### src/rtl/irsc_ram.sv
`timescale 1ns / 1ps
`default_nettype none
// ----------------------------------------------------------------------------
// irsc_ram: generic simple dual port ram
// one write port, one read port with registered read data
// ----------------------------------------------------------------------------
module irsc_ram #(
	parameter int WIDTH = 8,
	parameter int DEPTH = 16
) (
	input  wire                      clk,
	input  wire                      we,
	input  wire [$clog2(DEPTH)-1:0]  waddr,
	input  wire [WIDTH-1:0]          wdata,
	input  wire [$clog2(DEPTH)-1:0]  raddr,
	output logic [WIDTH-1:0]         rdata
);

	logic [WIDTH-1:0] mem_q [DEPTH];

	always_ff @(posedge clk) begin
		if (we) begin
			mem_q[waddr] <= wdata;
		end
		rdata <= mem_q[raddr];
	end

endmodule
`default_nettype wire

### config.mk
export PLATFORM = sky130hd
export DESIGN_NAME = irsc_ram
export DESIGN_NICKNAME = d
export VERILOG_FILES = /design/src/rtl/irsc_ram.sv
export SDC_FILE = /design/constraint.sdc
export NUM_CORES = 1
export LEC_CHECK = 0
export BUFFER_PORTS_ARGS = -buffer_cell sky130_fd_sc_hd__clkbuf_2
export CORE_MARGIN = 2
export CORE_UTILIZATION = 40
export DETAILED_ROUTE_END_ITERATION = 8
export PLACE_DENSITY = 0.56
export SLEW_MARGIN = 40
export SYNTH_ARGS = -nofsm -noshare
export SYNTH_HDL_FRONTEND = slang
export SYNTH_SLANG_ARGS = --single-unit
### constraint.sdc
create_clock -name clk -period 2.76 [get_ports clk]
set_clock_uncertainty 0.2 [all_clocks]
set_input_delay 0 -clock clk [delete_from_list [all_inputs] [get_ports clk]]
set_output_delay 0 -clock clk [all_outputs]
set_load 0.02 [all_outputs]
==> run_results.csv, run 1 <==
group,metric,value,unit
final_layout,fin_area,6260,sq um
synthesis,post_synth_num_cell_types,19,
synthesis,ys_seq_area_share,77.8,%
final_layout,antenna_cells,0,
floorplanning,num_rows,41,
clock_tree,numCtsBuffers,17,
clock_tree,clk_latency,420,ps
min_path,hp-class,"in -> reg",
clock_tree,root_buffer,"clkbuf_16",
floorplanning,core_area,12600,sq um
placed_design,dp_hpwl,6320,um
critical_path,cp-start-kind,"input pin",
final_layout,fill_cells,1025,
detailed_routing,wl,9980,um
final_layout,most-common-layout-cells,"edfxtp_1 (128), clkbuf_2 (25), mux4_2 (18), clkbuf_16 (17), a22oi_1 (16)",
floorplanning,io_pins,26,
critical_path,worstPathRequired,2900,ps
global_route,grt_max_degree,33,
global_route,grt_overflow,0,
sta,slew_viol_final,0,
final_layout,area_growth,21.6,%
critical_path,worstReg2RegStart,"mem_q[3][0]$_DFFE_PP_",
floorplanning,die_area,13800,sq um
detailed_routing,wl_per_cell,21.0,um
floorplanning,die_w,117,um
sta,rsz0062_at_grt,"no",
synthesis,avgSynthCellArea,22.5,sq um
critical_path,critPathLaunch,"raddr[2]",
placed_design,postPlaceCellArea,5520,sq um
global_route,grt_usage,15.4,%
global_route,grt_pass1_wl,15300,um
synthesis,yosys_warnings,0,
floorplanning,die_h,117,um
sta,fin_crit_sh,64.6,%
placed_design,port_buffers,25,
detailed_routing,drt_iter0_drc,159,
sta,finalCriticalPeriod,1780,ps
synthesis,synth_area,5150,sq um
final_layout,layout_commonest_cell,"edfxtp_1",
sta,worst_pin_slew,756,ps
detailed_routing,drc,0,
power_and_ir_drop,p_leak,2.12,nW
critical_path,critPathArrivalTime,1920,ps
critical_path,end_kind,"flip-flop",
sta,setup_tns,0,ps
sta,setup_viol,0,
synthesis,synth_nets,247,
final_layout,drive_above_1_share,29.3,%
global_route,antenna_found_initial,0,
detailed_routing,via_count,2445,
final_layout,fin_nets,309,
min_path,min_from,"waddr[2]",
floorplanning,start_util,41.0,%
sta,fmax,561,MHz
clock_tree,clk_pin_slew,60,ps
detailed_routing,dr.pass1.iters,4,
critical_path,worstSetupPathType,"in -> reg",
placed_design,gp_congestion,0.717,
power_and_ir_drop,p_total,4.82,mW
clock_tree,tritoncts,"done",
sta,hold_viol_final,0,
synthesis,netlist_instances,229,
run_status,status,"finished, final reports clean",
run,cap_violations,0,
power_and_ir_drop,p_per_area,769,nW/um^2
critical_path,crit_fanout,5,
clock_tree,cts.sinks,136,
synthesis,synth-seq-cells,136,
sta,relSlewSlack,49.4,%
detailed_routing,drtAntennaViolNets,0,
clock_tree,clock_path_buffers,2,
detailed_routing,vias_per_cell,5.14,
global_route,grt_pass1_vias,2544,
power_and_ir_drop,ir_drop,0.304,mV
clock_tree,htree_num_levels,4,
## metal layers
layer	wire, um	GRT usage [%]
met1	4570	20.9
met2	4820	23.7
met3	526	4.43
met4	58	6.10
met5	0	0
## metrics by stage
stage | utilization (%) | setup WS (ps) | hold slack [ps] | instances
after floorplan | - | 1070 | -101 | 229
after global placement | 43.9 | 929 | 218 | 430
after CTS | 49.8 | 991 | 28.1 | 476
after detailed placement | 43.9 | 917 | 219 | 430
after global routing | 49.8 | 853 | 51.0 | 476
final | 49.8 | 977 | 25.0 | 476
## report_power, final
part           leakage (nW)  internal, mW  switching (mW)
clock                 0.279          1.42           0.837
combinational         0.616         0.101           0.136
sequential             1.22          2.31          0.0146
## path summary, 6_finish.rpt
path                                               to  slack [ps]  depth (start not counted)
worst max-delay path                 rdata[5]$_DFF_P_         980                          6
worst min register to register       rdata[4]$_DFF_P_         460                          3
worst max register to register       rdata[0]$_DFF_P_        1050                          3
worst min-delay path            mem_q[3][7]$_DFFE_PP_          20                          3
## cells in the mapped netlist
library cell	instances	share of area, %
edfxtp_1	128	75
mux4_2	18	7.9
a22oi_1	16	2.3
mux4_1	14	7.1
nor2_1	13	0.95
nand2_1	9	0.66
dfxtp_1	8	3.1
nor3_1	4	0.39
buf_2	3	0.29
buf_6	3	0.66
clkdlybuf4s25_2	3	0.58
nand2b_1	2	0.24
nand3b_1	2	0.29
and2_1	1	0.12
and2b_1	1	0.15
buf_4	1	0.15
nand3_1	1	0.097
nor2b_1	1	0.12
or3b_2	1	0.17
## kinds of logic after synthesis
family                 after synthesis  synth area share, %
AO/OA/AOI/OAI                       16                 2.33
buffers and inverters               10                 1.68
flip-flops                         136                 77.8
multiplexers                        32                 15.0
AND/OR/NAND/NOR                     35                 3.18
## critical path: stages
cell and delay [ps]:
dlygate4sd3_1 530, clkbuf_2 140, nor2_1 350, dlygate4sd3_1 710
a22oi_1 120, nand2_1 80
## cell type report
type | instances | area, sq um | area share (%)
Multi-Input combinational cell | 83 | 1060 | 16.9
Clock inverter | 15 | 176 | 2.82
Timing Repair Buffer | 53 | 383 | 6.12
Tap cell | 172 | 215 | 3.44
Clock buffer | 17 | 425 | 6.79
Sequential cell | 136 | 4000 | 63.9
## registers in the layout, summed over array words and instances, names as in the netlist
name	count
mem_q	128
rdata	8
## what timing repair did
item,CTS,global route
buffers inserted,0,0
gates resized for setup,0,0
hold buffers,14,0
endpoints found under the hold margin,162,0
(Power assumes the default switching activity.)
==> inputs of run 2 (changes only) <==
PLACE_DENSITY = 0.58   (was 0.56)
clock period = 1.5 ns   (was 2.76 ns; I/O delays follow)
==> run 2 against run 1 <==
  * Power increased by 88%
  * Die area did not move
  * First-iteration DRC count grew 23%
  * Largest power group is now clock
==> run_results.csv, run 2 (synthesis gave the netlist of run 1 again) <==
group,metric,value,unit
critical_path,cp-start-kind,"flip-flop",
floorplanning,num_rows,41,
global_route,grt_use_met2,24.6,%
detailed_routing,wl_per_cell,20.3,um
placed_design,dp_hpwl,6350,um
sta,finalCriticalPeriod,1470,ps
critical_path,cp-endpoint,"rdata[5]$_DFF_P_",
critical_path,worstPathRequired,1590,ps
final_layout,fill_cells,1019,
final_layout,layout.area.seq,4000,sq um
sta,slew_viol_final,0,
final_layout,largest-register,"mem_q",
sta,setup_tns,0,ps
floorplanning,die_h,117,um
global_route,grt_pass1_wl,15100,um
critical_path,end_kind,"flip-flop",
critical_path,r2r_cells,3,
detailed_routing,vias_per_cell,5.05,
clock_tree,cts_setup_buffers,0,
floorplanning,die_area,13800,sq um
power_and_ir_drop,p_leak,2.17,nW
power_and_ir_drop,p_total,9.08,mW
critical_path,worstSetupPathType,"reg -> reg",
sta,hold_viol_final,0,
final_layout,fin_nets,317,
final_layout,reg_top3,"mem_q x128, rdata x8",
floorplanning,start_util,41.0,%
detailed_routing,via_count,2442,
floorplanning,core_area,12600,sq um
detailed_routing,dr.pass1.iters,4,
critical_path,critPathLaunch,"mem_q[0][5]$_DFFE_PP_",
global_route,grt_max_degree,17,
sta,rsz0062_at_grt,"yes",
clock_tree,numCtsBuffers,17,
run,cap_violations,0,
floorplanning,io_pins,26,
global_route,grt-busiest-layer,"met2",
sta,worst_pin_slew,473,ps
global_route,grt_overflow,0,
detailed_routing,drtAntennaViolNets,0,
final_layout,largest_reg_flops,128,
global_route,gr-usage-met3,3.99,%
critical_path,crit_fanout,1,
final_layout,most-common-layout-cells,"edfxtp_1 (128), clkbuf_2 (25), mux4_2 (22), buf_4 (21), clkbuf_16 (17)",
final_layout,layout_commonest_cell,"edfxtp_1",
sta,hold_ws,20.8,ps
sta,relSlewSlack,68.3,%
min_path,hp-class,"in -> reg",
clock_tree,clk_latency,410,ps
global_route,antenna_found_initial,0,
clock_tree,root_buffer,"clkbuf_16",
clock_tree,cts.sinks,136,
floorplanning,die_w,117,um
critical_path,critPathArrivalTime,1560,ps
clock_tree,clk_pin_slew,60,ps
placed_design,gp_congestion,0.718,
global_route,gr-usage-met1,20.3,%
final_layout,drive_above_1_share,36.2,%
sta,fmax,682,MHz
detailed_routing,drt_iter0_drc,195,
clock_tree,tritoncts,"done",
sta,fin_crit_sh,97.8,%
global_route,grt_pass1_vias,2495,
placed_design,port_buffers,25,
clock_tree,clock_path_buffers,2,
critical_path,r2r_slack,30,ps
power_and_ir_drop,p_per_area,1420,nW/um^2
clock_tree,htree_num_levels,4,
critical_path,worstReg2RegStart,"mem_q[0][5]$_DFFE_PP_",
final_layout,area_growth,24.2,%
critical_path,r2r-end,"rdata[5]$_DFF_P_",
final_layout,antenna_cells,0,
final_layout,multiInputGateArea,1080,sq um
power_and_ir_drop,ir_drop,0.693,mV
detailed_routing,drc,0,
final_layout,fin_util,50.9,%
sta,setup_viol,0,
detailed_routing,wl,9800,um
global_route,grt_usage,15.3,%
run_status,status,"finished, final reports clean",
[run 2: how the worst min path moves through the flow]
stage / start / end / depth (start not counted)
after detailed placement: rdata[4]$_DFF_P_ / rdata[4] / 1
after CTS: raddr[2] / rdata[3]$_DFF_P_ / 4
final: raddr[1] / rdata[3]$_DFF_P_ / 5
after global routing: waddr[2] / mem_q[0][1]$_DFFE_PP_ / 4
after global placement: rdata[4]$_DFF_P_ / rdata[4] / 1
after floorplan: wdata[0] / mem_q[0][0]$_DFFE_PP_ / 0
[run 2: per-stage QoR]
stage | worst slack, ps | area, sq um | cells
after floorplan | 33.9 | 5150 | 229
final | 33.1 | 6390 | 484
after global routing | -52.7 | 6390 | 484
after detailed placement | -148 | 5620 | 440
after global placement | -137 | 5620 | 440
after CTS | 3.67 | 6380 | 483
[run 2: layer usage]
metal	part of all wire, %	vias up
li1	-	1114
met1	45	1269
met2	50	49
met3	3.7	10
met4	1.2	0
met5	0	-
[run 2: cell type report]
type / instances / area share (%)
Sequential cell: 136 / 62.6
Clock buffer: 17 / 6.65
Timing Repair Buffer: 61 / 7.24
Clock inverter: 15 / 3.17
Multi-Input combinational cell: 83 / 16.9
Tap cell: 172 / 3.37
[run 2: report_power, final]
| part | leakage, nW | internal (mW) | switching (mW) |
|---|---|---|---|
| combinational | 0.651 | 0.208 | 0.259 |
| sequential | 1.22 | 4.25 | 0.0251 |
| clock | 0.291 | 2.78 | 1.55 |
[run 2: worst max-delay path: stages (launching register included)]
cell and delay (ps):
edfxtp_1 370, mux4_2 470, a22oi_2 240, nand2_1 70
[run 2: repair_timing]
action	CTS	global route
resized for setup	5	6
endpoints found under the setup margin	4	8
hold buffers	11	1
gates cloned	0	0
hold endpoints to repair	146	1
pin swaps	3	4
==> inputs of run 3 (changes only) <==
--- a/config.mk
+++ b/config.mk
@@ -9,4 +9,5 @@
 export CORE_MARGIN = 2
 export CORE_UTILIZATION = 40
+export CTS_CLUSTER_SIZE = 24
 export DETAILED_ROUTE_END_ITERATION = 8
 export PLACE_DENSITY = 0.58
==> constraint.sdc (replaced) <==
create_clock -name clk -period 1.5 [get_ports clk]
set_clock_uncertainty 0.2 [all_clocks]
set_input_delay 0.3 -clock clk [delete_from_list [all_inputs] [get_ports clk]]
set_output_delay 0.3 -clock clk [all_outputs]
set_load 0.02 [all_outputs]
==> run 3 against run 2 <==
  * Combinational power rose by 8.1%
  * Sequential share of layout area shrank 0.40 points
  * Critical path depth shrank 2
  * Routed wire length increased by 0.56%
  * Sequential cell count did not move
  * Worst setup slack lost 5.1 ps
  * Count of clock-buffer cells in the layout rose by 7
  * Critical endpoint is now rdata[4]
  * Highest routed layer unchanged
==> run_results.csv, run 3 (synthesis gave the netlist of run 1 again) <==
group,metric,value,unit
final_layout,most-common-layout-cells,"edfxtp_1 (128), mux4_2 (31), clkbuf_2 (24), buf_4 (23), clkbuf_16 (17)",
critical_path,path_depth,1,
final_layout,area_growth,25.0,%
global_route,grt_pass1_wl,15400,um
clock_tree,numCtsBuffers,17,
final_layout,layout_commonest_cell,"edfxtp_1",
final_layout,fin_cells,483,
critical_path,crit_family,"flip-flops",
detailed_routing,drt_iter0_drc,235,
sta,relSlewSlack,42.5,%
sta,fmax,679,MHz
final_layout,layout.area.seq,4000,sq um
placed_design,pre_cts_slack,-524,ps
placed_design,postPlaceCellArea,5760,sq um
power_and_ir_drop,p_total,8.81,mW
critical_path,crit_fanout,1,
clock_tree,holdBufCountCts,0,
critical_path,slowest_stage,"dfxtp_1",
global_route,grt_max_degree,17,
global_route,grt_pass1_vias,2597,
critical_path,critPathArrivalTime,970,ps
clock_tree,root_buffer,"clkbuf_16",
power_and_ir_drop,p_leak,2.17,nW
clock_tree,clk_latency,410,ps
sta,worst_pin_slew,861,ps
sta,setup_viol,0,
global_route,grt_usage,15.6,%
critical_path,r2r_cells,3,
min_path,hold_end,"mem_q[8][1]$_DFFE_PP_",
floorplanning,die_h,117,um
placed_design,dp_cells,445,
critical_path,slowest_delay,370,ps
sta,hold_viol_final,0,
final_layout,fin_nets,316,
detailed_routing,via_count,2470,
critical_path,cp_cell_sequence,"buf_2",
detailed_routing,dr.pass1.iters,4,
sta,fin_crit_sh,98.1,%
floorplanning,io_pins,26,
critical_path,cp-start-kind,"flip-flop",
placed_design,gp_congestion,0.710,
clock_tree,htree_num_levels,4,
critical_path,worstReg2RegStart,"mem_q[3][5]$_DFFE_PP_",
clock_tree,clock_path_buffers,2,
critical_path,r2r-end,"rdata[5]$_DFF_P_",
detailed_routing,wl_per_cell,20.4,um
sta,slew_viol_final,0,
power_and_ir_drop,ir_drop,0.787,mV
min_path,min_path_cells,1,
critical_path,r2r_slack,50,ps
final_layout,antenna_cells,0,
floorplanning,core_area,12600,sq um
placed_design,dp_hpwl,6470,um
detailed_routing,vias_per_cell,5.11,
floorplanning,num_rows,41,
power_and_ir_drop,p_per_area,1370,nW/um^2
final_layout,multiInputGateArea,1090,sq um
clock_tree,cts.sinks,136,
run,cap_violations,0,
final_layout,largest-register,"mem_q",
final_layout,reg_top3,"mem_q x128, rdata x8",
clock_tree,tritoncts,"done",
floorplanning,start_util,41.0,%
final_layout,fill_cells,1008,
final_layout,drive_above_1_share,43.1,%
sta,setup_ws,28.0,ps
final_layout,largest_reg_flops,128,
critical_path,worstSetupPathType,"reg -> out",
global_route,antenna_found_initial,0,
sta,finalCriticalPeriod,1470,ps
detailed_routing,wl,9860,um
sta,setup_tns,0,ps
sta,rsz0062_at_grt,"no",
critical_path,worst-path-buf-inv,1,
min_path,hp-class,"in -> reg",
critical_path,worstPathRequired,1000,ps
detailed_routing,drc,0,
min_path,min_from,"wdata[1]",
run_status,status,"finished, final reports clean",
critical_path,end_kind,"output pin",
floorplanning,die_area,13800,sq um
floorplanning,die_w,117,um
detailed_routing,drtAntennaViolNets,0,
global_route,grt_overflow,0,
placed_design,port_buffers,25,
final_layout,fin_area,6430,sq um
clock_tree,clk_pin_slew,50,ps
run 3: area by class of cell:
| cell class | count | area share, % |
|---|---|---|
| Clock inverter | 8 | 1.48 |
| Multi-Input combinational cell | 83 | 16.9 |
| Sequential cell | 136 | 62.2 |
| Clock buffer | 24 | 7.64 |
| Tap cell | 172 | 3.34 |
| Timing Repair Buffer | 60 | 8.36 |
run 3: metrics by stage:
step / utilization, % / hold WS [ps]
global placement: 45.8 / 461
detailed placement: 45.8 / 472
finish: 51.2 / 102
CTS: 50.6 / 98.4
global route: 51.2 / 133
floorplan: - / 199
run 3: worst max-delay path by stage:
stage | startpoint | to | slack (ps)
finish | rdata[4]$_DFF_P_ | rdata[4] | 30
global route | rdata[4]$_DFF_P_ | rdata[4] | 1
CTS | raddr[0] | rdata[5]$_DFF_P_ | -10
detailed placement | raddr[0] | rdata[5]$_DFF_P_ | -520
global placement | raddr[0] | rdata[5]$_DFF_P_ | -510
floorplan | waddr[2] | mem_q[0][0]$_DFFE_PP_ | -130
run 3: power breakdown:
group	leakage [nW]	internal [mW]	switching, mW
Sequential	1.22	4.25	0.0271
Combinational	0.659	0.232	0.273
Clock	0.286	2.61	1.41
Total	2.17	7.09	1.71
run 3: repair_timing:
action                                  4_1_cts  5_1_grt
setup buffers                                 0        6
hold endpoints to repair                      0        0
endpoints found under the setup margin        2        6
gates resized for setup                       2        5
run 3: layer usage:
layer	GRT usage, %	vias up	wire, um
li1	-	1099	-
met1	20.5	1291	4390
met2	24.4	61	4860
met3	4.38	19	419
met4	6.93	0	187
met5	0	-	0
run 3: worst register-to-register path: cells and delay by family (launching register included):
family | cells | cell delay, ps
AND/OR/NAND/NOR | 1 | 80
multiplexers | 1 | 490
flip-flops | 1 | 350
AO/OA/AOI/OAI | 1 | 220
